File: src/rtl/iopd_pkg.sv
`default_nettype none

package iopd_pkg;

	localparam int REGION_COUNT = 8;
	localparam int REG_SLOTS    = 8;
	localparam int IDX_W        = $clog2(REG_SLOTS);
	localparam int PADDR_W      = IDX_W + 3;
	localparam int APB_DATA_W   = 64;
	localparam int REGION_W     = 34;
	localparam int PORT_W       = 16;
	localparam int BYTE_W       = 8;

	localparam logic [BYTE_W-1:0] MISS_READ_DATA = 8'hFF;

	typedef enum logic {
		CMD_READ  = 1'b0,
		CMD_WRITE = 1'b1
	} cmd_t;

	// Packed to match the register layout: bit 33 enable, 32 alias, 31:16 end, 15:0 start.
	typedef struct packed {
		logic              enable;
		logic              lb_alias;
		logic [PORT_W-1:0] end_port;
		logic [PORT_W-1:0] start_port;
	} region_t;

	typedef region_t [REG_SLOTS-1:0] region_vec_t;

	typedef struct packed {
		cmd_t                 cmd;
		logic [PORT_W-1:0]    port;
		logic [BYTE_W-1:0]    wbyte;
		logic [REG_SLOTS-1:0] full_match;
		logic [REG_SLOTS-1:0] low_match;
	} match_t;

	typedef struct packed {
		cmd_t              cmd;
		logic [PORT_W-1:0] port;
		logic [BYTE_W-1:0] wbyte;
		logic              hit;
		logic [IDX_W-1:0]  idx;
		logic              use_low;
		logic [PORT_W-1:0] start_port;
	} select_t;

	typedef struct packed {
		logic              hit;
		logic [IDX_W-1:0]  idx;
		logic [PORT_W-1:0] offset;
		cmd_t              cmd;
		logic [BYTE_W-1:0] data;
	} result_t;

endpackage

`default_nettype wire

File: src/rtl/iopd_regs.sv
`default_nettype none

module iopd_regs (
	input  wire logic                              clk,
	input  wire logic                              arst_n,
	input  wire logic                              psel,
	input  wire logic                              penable,
	input  wire logic                              pwrite,
	input  wire logic [iopd_pkg::PADDR_W-1:0]      paddr,
	input  wire logic [iopd_pkg::APB_DATA_W-1:0]   pwdata,
	output logic      [iopd_pkg::APB_DATA_W-1:0]   prdata,
	output logic                                   pready,
	output iopd_pkg::region_vec_t                  regions
);

	iopd_pkg::region_t          region_q [iopd_pkg::REG_SLOTS];
	logic [iopd_pkg::IDX_W-1:0] sel_idx;
	logic                       wr_en;

	assign sel_idx = paddr[iopd_pkg::PADDR_W-1:3];
	assign pready  = 1'b1;
	assign wr_en   = psel & penable & pwrite & pready;

	always_ff @(posedge clk or negedge arst_n) begin
		if (!arst_n) begin
			for (int i = 0; i < iopd_pkg::REG_SLOTS; i++) begin
				region_q[i] <= '0;
			end
		end else if (wr_en) begin
			// drop bits above the descriptor
			region_q[sel_idx] <= iopd_pkg::region_t'(pwdata[iopd_pkg::REGION_W-1:0]);
		end
	end

	always_comb begin
		prdata = {{(iopd_pkg::APB_DATA_W-iopd_pkg::REGION_W){1'b0}}, region_q[sel_idx]};
		for (int i = 0; i < iopd_pkg::REG_SLOTS; i++) begin
			regions[i] = region_q[i];
		end
	end

endmodule

`default_nettype wire

File: src/rtl/iopd_match.sv
`default_nettype none

module iopd_match (
	input  wire logic                               clk,
	input  wire logic                               arst_n,
	input  wire logic                               in_valid,
	output logic                                    in_ready,
	input  wire iopd_pkg::cmd_t                     cmd,
	input  wire logic [iopd_pkg::PORT_W-1:0]        port,
	input  wire logic [iopd_pkg::BYTE_W-1:0]        wbyte,
	input  wire iopd_pkg::region_vec_t              regions,
	output logic                                    out_valid,
	input  wire logic                               out_ready,
	output iopd_pkg::match_t                        out_s1
);

	logic                           valid_s1;
	iopd_pkg::match_t               data_s1;
	logic [iopd_pkg::REG_SLOTS-1:0] full_m;
	logic [iopd_pkg::REG_SLOTS-1:0] low_m;
	logic [iopd_pkg::PORT_W-1:0]    low_port;

	assign low_port = {{(iopd_pkg::PORT_W-8){1'b0}}, port[7:0]};

	// Compare every active region in parallel; an end of zero covers the top of the space
	// in the full compare and never matches in the low-byte compare.
	always_comb begin
		full_m = '0;
		low_m  = '0;
		for (int i = 0; i < iopd_pkg::REGION_COUNT; i++) begin
			full_m[i] = regions[i].enable && (port >= regions[i].start_port)
				&& ((regions[i].end_port == '0) || (port < regions[i].end_port));
			low_m[i]  = regions[i].enable && regions[i].lb_alias
				&& (low_port >= regions[i].start_port) && (low_port < regions[i].end_port);
		end
	end

	assign in_ready = !valid_s1 || out_ready;

	always_ff @(posedge clk or negedge arst_n) begin
		if (!arst_n) begin
			valid_s1 <= 1'b0;
		end else if (in_ready) begin
			valid_s1 <= in_valid;
		end
	end

	always_ff @(posedge clk) begin
		if (in_ready && in_valid) begin
			data_s1.cmd        <= cmd;
			data_s1.port       <= port;
			data_s1.wbyte      <= wbyte;
			data_s1.full_match <= full_m;
			data_s1.low_match  <= low_m;
		end
	end

	assign out_valid = valid_s1;
	assign out_s1    = data_s1;

endmodule

`default_nettype wire

File: src/rtl/iopd_select.sv
`default_nettype none

module iopd_select (
	input  wire logic                  clk,
	input  wire logic                  arst_n,
	input  wire logic                  in_valid,
	output logic                       in_ready,
	input  wire iopd_pkg::match_t      in_s1,
	input  wire iopd_pkg::region_vec_t regions,
	output logic                       out_valid,
	input  wire logic                  out_ready,
	output iopd_pkg::select_t          out_s2
);

	logic                           valid_s2;
	iopd_pkg::select_t              data_s2;
	logic [iopd_pkg::REG_SLOTS-1:0] pick;
	logic                           use_low;
	logic                           hit;
	logic [iopd_pkg::IDX_W-1:0]     idx;

	// Any full-port match beats every low-byte match.
	assign use_low = (in_s1.full_match == '0);
	assign pick    = use_low ? in_s1.low_match : in_s1.full_match;
	assign hit     = (pick != '0);

	// Scan down so the lowest set index wins.
	always_comb begin
		idx = '0;
		for (int i = iopd_pkg::REG_SLOTS - 1; i >= 0; i--) begin
			if (pick[i]) begin
				idx = iopd_pkg::IDX_W'(i);
			end
		end
	end

	assign in_ready = !valid_s2 || out_ready;

	always_ff @(posedge clk or negedge arst_n) begin
		if (!arst_n) begin
			valid_s2 <= 1'b0;
		end else if (in_ready) begin
			valid_s2 <= in_valid;
		end
	end

	always_ff @(posedge clk) begin
		if (in_ready && in_valid) begin
			data_s2.cmd        <= in_s1.cmd;
			data_s2.port       <= in_s1.port;
			data_s2.wbyte      <= in_s1.wbyte;
			data_s2.hit        <= hit;
			data_s2.idx        <= idx;
			data_s2.use_low    <= use_low;
			data_s2.start_port <= regions[idx].start_port;
		end
	end

	assign out_valid = valid_s2;
	assign out_s2    = data_s2;

endmodule

`default_nettype wire

File: src/rtl/iopd_result.sv
`default_nettype none

module iopd_result (
	input  wire logic              clk,
	input  wire logic              arst_n,
	input  wire logic              in_valid,
	output logic                   in_ready,
	input  wire iopd_pkg::select_t in_s2,
	output logic                   out_valid,
	input  wire logic              out_ready,
	output iopd_pkg::result_t      out_s3
);

	logic                        valid_s3;
	iopd_pkg::result_t           data_s3;
	logic [iopd_pkg::PORT_W-1:0] base;
	logic [iopd_pkg::PORT_W-1:0] offset;
	logic [iopd_pkg::BYTE_W-1:0] data;

	assign base   = in_s2.use_low ? {{(iopd_pkg::PORT_W-8){1'b0}}, in_s2.port[7:0]} : in_s2.port;
	assign offset = in_s2.hit ? (base - in_s2.start_port) : '0;

	always_comb begin
		if (in_s2.cmd == iopd_pkg::CMD_WRITE) begin
			data = in_s2.wbyte;
		end else if (in_s2.hit) begin
			data = '0;
		end else begin
			data = iopd_pkg::MISS_READ_DATA;
		end
	end

	assign in_ready = !valid_s3 || out_ready;

	always_ff @(posedge clk or negedge arst_n) begin
		if (!arst_n) begin
			valid_s3 <= 1'b0;
		end else if (in_ready) begin
			valid_s3 <= in_valid;
		end
	end

	always_ff @(posedge clk) begin
		if (in_ready && in_valid) begin
			data_s3.hit    <= in_s2.hit;
			data_s3.idx    <= in_s2.idx;
			data_s3.offset <= offset;
			data_s3.cmd    <= in_s2.cmd;
			data_s3.data   <= data;
		end
	end

	assign out_valid = valid_s3;
	assign out_s3    = data_s3;

endmodule

`default_nettype wire

File: src/rtl/io_port_region_decoder_core.sv
// Channel   Dir  Handshake          Payload
// s_        in   s_tvalid/s_tready  tdata: port_address, write_byte; tuser: cmd
// m_        out  m_tvalid/m_tready  tdata: hit, region_index, device_offset, data_byte;
//                                   tuser: is_write
// apb       in   psel/penable       region_0_word .. region_7_word at 8*i, 34 bits each
//
// One beat enters per cycle while m_tready does not hold the stages; each result is registered
// in turn by the compare, priority select and offset/data stages before it leaves
// (compare stage, priority select stage, offset/data stage).
// Reset clears all region descriptors (every region disabled) and empties the pipeline.
// A stall on m_tready holds the stages; bubbles are filled, so s_tready drops only
// when all three stages are full and the result is not taken.
// Write region descriptors only while no beat is in flight.
`default_nettype none

module io_port_region_decoder_core (
	input  wire logic                            clk,
	input  wire logic                            arst_n,
	input  wire logic                            s_tvalid,
	output logic                                 s_tready,
	input  wire logic [23:0]                     s_tdata, // port_address[15:0], write_byte[23:16]
	input  wire logic [0:0]                      s_tuser, // cmd[0]
	output logic                                 m_tvalid,
	input  wire logic                            m_tready,
	output logic [31:0]                          m_tdata, // hit[0], region_index[3:1],
	                                                      // device_offset[19:4],
	                                                      // data_byte[27:20], zero[31:28]
	output logic [0:0]                           m_tuser, // is_write[0]
	input  wire logic                            psel,
	input  wire logic                            penable,
	input  wire logic                            pwrite,
	input  wire logic [iopd_pkg::PADDR_W-1:0]    paddr,
	input  wire logic [iopd_pkg::APB_DATA_W-1:0] pwdata,
	output logic      [iopd_pkg::APB_DATA_W-1:0] prdata,
	output logic                                 pready
);

	iopd_pkg::region_vec_t regions;
	iopd_pkg::match_t      mt_s1;
	iopd_pkg::select_t     sel_s2;
	iopd_pkg::result_t     res_s3;
	logic                  v1;
	logic                  v2;
	logic                  r2;
	logic                  r3;

	iopd_regs u_regs (
		.clk     (clk),
		.arst_n  (arst_n),
		.psel    (psel),
		.penable (penable),
		.pwrite  (pwrite),
		.paddr   (paddr),
		.pwdata  (pwdata),
		.prdata  (prdata),
		.pready  (pready),
		.regions (regions)
	);

	iopd_match u_match (
		.clk       (clk),
		.arst_n    (arst_n),
		.in_valid  (s_tvalid),
		.in_ready  (s_tready),
		.cmd       (iopd_pkg::cmd_t'(s_tuser[0])),
		.port      (s_tdata[15:0]),
		.wbyte     (s_tdata[23:16]),
		.regions   (regions),
		.out_valid (v1),
		.out_ready (r2),
		.out_s1    (mt_s1)
	);

	iopd_select u_select (
		.clk       (clk),
		.arst_n    (arst_n),
		.in_valid  (v1),
		.in_ready  (r2),
		.in_s1     (mt_s1),
		.regions   (regions),
		.out_valid (v2),
		.out_ready (r3),
		.out_s2    (sel_s2)
	);

	iopd_result u_result (
		.clk       (clk),
		.arst_n    (arst_n),
		.in_valid  (v2),
		.in_ready  (r3),
		.in_s2     (sel_s2),
		.out_valid (m_tvalid),
		.out_ready (m_tready),
		.out_s3    (res_s3)
	);

	assign m_tdata = {4'b0000, res_s3.data, res_s3.offset, res_s3.idx, res_s3.hit};
	assign m_tuser = res_s3.cmd;

`ifndef SYNTHESIS
	a_miss_clean: assert property (@(posedge clk) disable iff (!arst_n)
		m_tvalid && !res_s3.hit |-> (res_s3.idx == '0) && (res_s3.offset == '0))
		else $error("miss result carries a region index or offset");

	a_read_hit_zero: assert property (@(posedge clk) disable iff (!arst_n)
		m_tvalid && res_s3.hit && (res_s3.cmd == iopd_pkg::CMD_READ) |-> (res_s3.data == '0))
		else $error("read hit returns nonzero data");

	a_read_miss_ff: assert property (@(posedge clk) disable iff (!arst_n)
		m_tvalid && !res_s3.hit && (res_s3.cmd == iopd_pkg::CMD_READ)
		|-> (res_s3.data == iopd_pkg::MISS_READ_DATA))
		else $error("read miss does not return the miss pattern");

	a_full_only_on_stall: assert property (@(posedge clk) disable iff (!arst_n)
		!s_tready |-> m_tvalid && !m_tready && v1 && v2)
		else $error("input held off while the pipeline has room");

	a_idx_in_range: assert property (@(posedge clk) disable iff (!arst_n)
		m_tvalid && res_s3.hit |-> (int'(res_s3.idx) < iopd_pkg::REGION_COUNT))
		else $error("hit names a region beyond the active count");
`endif

endmodule

`default_nettype wire

File: config.mk
export PLATFORM = sky130hd
export DESIGN_NAME = io_port_region_decoder_core
export DESIGN_NICKNAME = d
export VERILOG_FILES = /design/src/rtl/iopd_pkg.sv /design/src/rtl/iopd_regs.sv /design/src/rtl/iopd_match.sv /design/src/rtl/iopd_select.sv /design/src/rtl/iopd_result.sv /design/src/rtl/io_port_region_decoder_core.sv
export SDC_FILE = /design/constraint.sdc
export NUM_CORES = 1
export LEC_CHECK = 0
export BUFFER_PORTS_ARGS = -buffer_cell sky130_fd_sc_hd__buf_2
export CORE_MARGIN = 2
export CORE_UTILIZATION = 40
export DETAILED_ROUTE_END_ITERATION = 8
export GPL_TIMING_DRIVEN = 0
export PLACE_DENSITY = 0.68
export SLEW_MARGIN = 10
export SYNTH_ARGS = -nofsm -noshare
export SYNTH_HDL_FRONTEND = slang
export SYNTH_SLANG_ARGS = --single-unit
File: constraint.sdc
create_clock -name clk -period 3.44 [get_ports clk]
set_input_delay 0.344 -clock clk [delete_from_list [all_inputs] [get_ports clk]]
set_output_delay 0.344 -clock clk [all_outputs]
set_load 0.02 [all_outputs]
==> results.json <==
{
  "routed_via_density": 6.055,
  "final_layout_size_suffix_gt1_share_pct": 12.04,
  "area.growth.synth_to_final_pct": 14.39,
  "cts_buffers": 45,
  "floorplan.core_area_mm2": 0.06002,
  "number_of_antenna_violations_at_the_first_check_in_global_routing": 9,
  "max_cap_violations": 0,
  "top_usage_layer_grt": "met2",
  "dpl.hpwl_um": 71430,
  "detailed_place.area_mm2": 0.02593,
  "timing.rr.end": "u_match.out_s1[11]",
  "worst_setup_path_end_kind": "output port",
  "pwr_density_cell_mw_per_mm2": 612.5,
  "worst_hold_check_path_type": "input pin to flop",
  "gr-usage-met2_pct": 45.75,
  "setup_viol_count_final": 5,
  "grt_util_all_layers_pct": 29.95,
  "drt-wirelength-per-cell_um": 27.18,
  "postSynthAreaPerCell_um2": 9.791,
  "syn-cell-area_mm2": 0.02412,
  "port_buffers": 102,
  "grt_start_max_net_pins": 105,
  "floorplan.io_pins": 202,
  "globalRouteOverflowTotal": 0,
  "cts_tree": "built",
  "ranking_of_synthesized_cells_by_area": "dfrtp_1 (29%), edfxtp_1 (14%), ha_1 (14%)",
  "finish.instance_area_mm2": 0.02760,
  "max_slew_margin_pct": 8.823,
  "detail_route.iter0.violations": 2209,
  "asyncSetResetFlopFracSynth_pct": 70.33,
  "worst_hold_startpoint": "pwdata[2]",
  "cell_type_with_the_largest_total_area_after_synthesis": "dfrtp_1",
  "drv_slew": 0,
  "critPathMaxFanout": 10,
  "outcome": "finished with violations",
  "final_hold_viol_count": 0,
  "drt_drc_violations_left": 0,
  "cellLeakagePower_nw": 12.64,
  "die_area_mm2": 0.06229,
  "synthTopCellsByCount": "dfrtp_1 (275), inv_1 (273), nand2_1 (271), o21ai_0 (271), ha_1 (263)",
  "syn_inst": 2464,
  "cts.clk_slew.worst_paths_ns": 0.06,
  "cts.sink_count": 391,
  "violations": "setup timing",
  "routability_driven_placement_congestion_ratio": 1.037,
  "dominant_synthesized_flop_cell": "dfrtp_1",
  "yosysUniqueCellTypes": 63,
  "ff2ff_path_depth": 9,
  "layout.nets": 3032,
  "timing.rr.start": "u_regs.regions[122]",
  "grt_pass1_wl_um": 137100,
  "synth.ff_latch_count": 391,
  "placementRows": 90,
  "p_int_mw": 10.70,
  "postRouteAntennaNets": 0,
  "final.setup.worst_slack_ns": -0.03574,
  "number_of_warnings_reported_in_the_yosys_synthesis_log": 0,
  "final_worst_path_period_need_ns": 3.476,
  "fin_worst_hold_slack_ns": 0.04489,
  "worst_ep_arrival_time_ns": 3.13,
  "htree_num_levels": 2,
  "grt_pass1_vias": 20950,
  "worst_pin_slew_ns": 1.363,
  "cell_at_the_root_of_the_clock_tree": "clkbuf_16",
  "floorplan.initialDensity_pct": 40.19,
  "synthMostInstantiatedCell": "dfrtp_1",
  "cts_buffer_depth": 3,
  "number_of_enable_flip_flop_cells_after_synthesis": 116,
  "power.ir.vdd_worst_mv": 0.3955,
  "critPathRequiredTime_ns": 3.10,
  "die-height_um": 249.6,
  "fmaxAchievable_mhz": 287.7,
  "dr.pass1.iters": 8,
  "finClkSkew_ns": 0.04294,
  "dr_total_vias": 21110,
  "synth_top_area_share_pct": 28.53,
  "die_width_um": 249.6,
  "grt_use_met1_pct": 36.59,
  "hold-path-endpoint": "u_regs.regions[138]",
  "net-switching-power_mw": 6.206,
  "share_clk_of_total_power_pct": 29.7,
  "timing_worst_setup_path_type": "input pin to output port",
  "met3_usage_pct": 8.250,
  "finalWirelength_um": 94760,
  "setup.worst_path.start_class": "input pin",
  "p_seq_share_pct": 39.3,
  "clkLatencyLatePin_ns": 0.60,
  "yosysSeqAreaShare_pct": 42.96,
  "fin_crit_sh_pct": 101.0,
  "rsz_0062_raised_after_global_routing": "no",
  "switching_share_pct": 36.72,
  "r2r_slack_ns": 0.12,
  "combinationalPowerShare_pct": 31.0,
  "hold_depth": 3
}
==> registers in the layout (all words and copies together), names as in the netlist <==
register	flops
u_match.out_s1	41
u_match.out_valid	1
u_regs.regions	272
u_result.out_s3	29
u_result.out_valid	1
u_select.out_s2	46
u_select.out_valid	1
==> critical path: stages <==
cell and delay (ns):
clkbuf_1 0.33, nor3b_2 0.83, clkbuf_1 0.93, a22oi_1 0.17
nand4_1 0.29, buf_2 0.22
==> worst max path at each step <==
stage	from	end	slack [ns]	cells past startpoint
after floorplan	u_match.out_s1[12]	u_select.out_s2[2]	0.86	8
after global routing	paddr[4]	prdata[32]	0.007	6
after global placement	arst_n	u_result.out_valid	-3.37	1
after detailed placement	paddr[5]	u_regs.regions[140]	-0.48	7
after CTS	paddr[5]	prdata[26]	0.04	8
final	paddr[4]	prdata[32]	-0.04	6
==> logic make-up (layout without fill, tap and decap cells) <==
kind of cell    Yosys count  after routing  share of synthesized area (%)
buf+inv                 434            637                          8.070
simple gates            539            539                          10.96
flops                   391            391                          42.96
other cells               2             39                        0.03113
mux                     147            147                          6.265
fa+ha+maj               264            264                          13.72
xor+xnor                  5              5                         0.1816
compound gates          682            682                          17.81
==> repair_timing <==
item                                    4_1_cts  5_1_grt
buffers inserted                              0        0
hold buffers                                 11        0
endpoints found under the hold margin       113        0
gates resized for setup                       8       24
endpoints found under the setup margin       34       23
cloned                                        0        0
==> per-stage QoR <==
step | setup TNS, ns | instances | total power, mW | worst slack, ns | util, %
final | -0.09551 | 3486 | 16.90 | -0.03574 | 45.98
after CTS | 0 | 3482 | 16.78 | 0.04089 | 45.94
after global placement | -988.51 | 3381 | 11.53 | -3.371 | 42.88
after floorplan | 0 | 2497 | 9.760 | 0.8614 | -
after global routing | 0 | 3482 | 17.70 | 0.006793 | 45.96
after detailed placement | -27.14 | 3390 | 11.77 | -0.4771 | 43.20
==> layout make-up <==
type	count	area, um2
fill	5670	32420
multi-input combinational	1672	11980
sequential	391	10360
clock buffer	68	1388
inverter	274	1028
tap	782	978.4
buffer	160	933.4
timing repair buffer	122	790.8
clock inverter	13	126.4
antenna	4	10.01
==> cell usage in the layout (no fill, tap or decap), drive strengths merged, types with 10 or more instances in the layout <==
cell,n
nor4,35
o21ai,295
clkbuf,151
a2111oi,10
nor3,12
nor2,37
a21oi,72
a211oi,24
mux2,32
a22oi,136
nand3,16
nor2b,27
buf,188
nand2,271
o211ai,18
edfxtp,116
dlygate4sd3,11
inv,276
nand4,72
dfrtp,275
mux2i,115
nand2b,30
o31ai,13
conb,35
ha,263
o21a,20
a21o,50
==> routing by layer <==
layer | wire length (um) | vias up
li1 | - | 9224
met1 | 35960 | 10200
met2 | 40740 | 1294
met3 | 10040 | 381
met4 | 7936 | 12
met5 | 77 | -
==> power groups by stage <==
stage / sequential (mW) / combinational (mW) / clock, mW
final: 6.64 / 5.25 / 5.01
after global routing: 6.71 / 5.77 / 5.22
after CTS: 6.60 / 5.14 / 5.05
after detailed placement: 6.68 / 5.10 / 0
after global placement: 6.66 / 4.87 / 0
after floorplan: 6.43 / 3.33 / 0
Power figures use the tool's default switching activity.
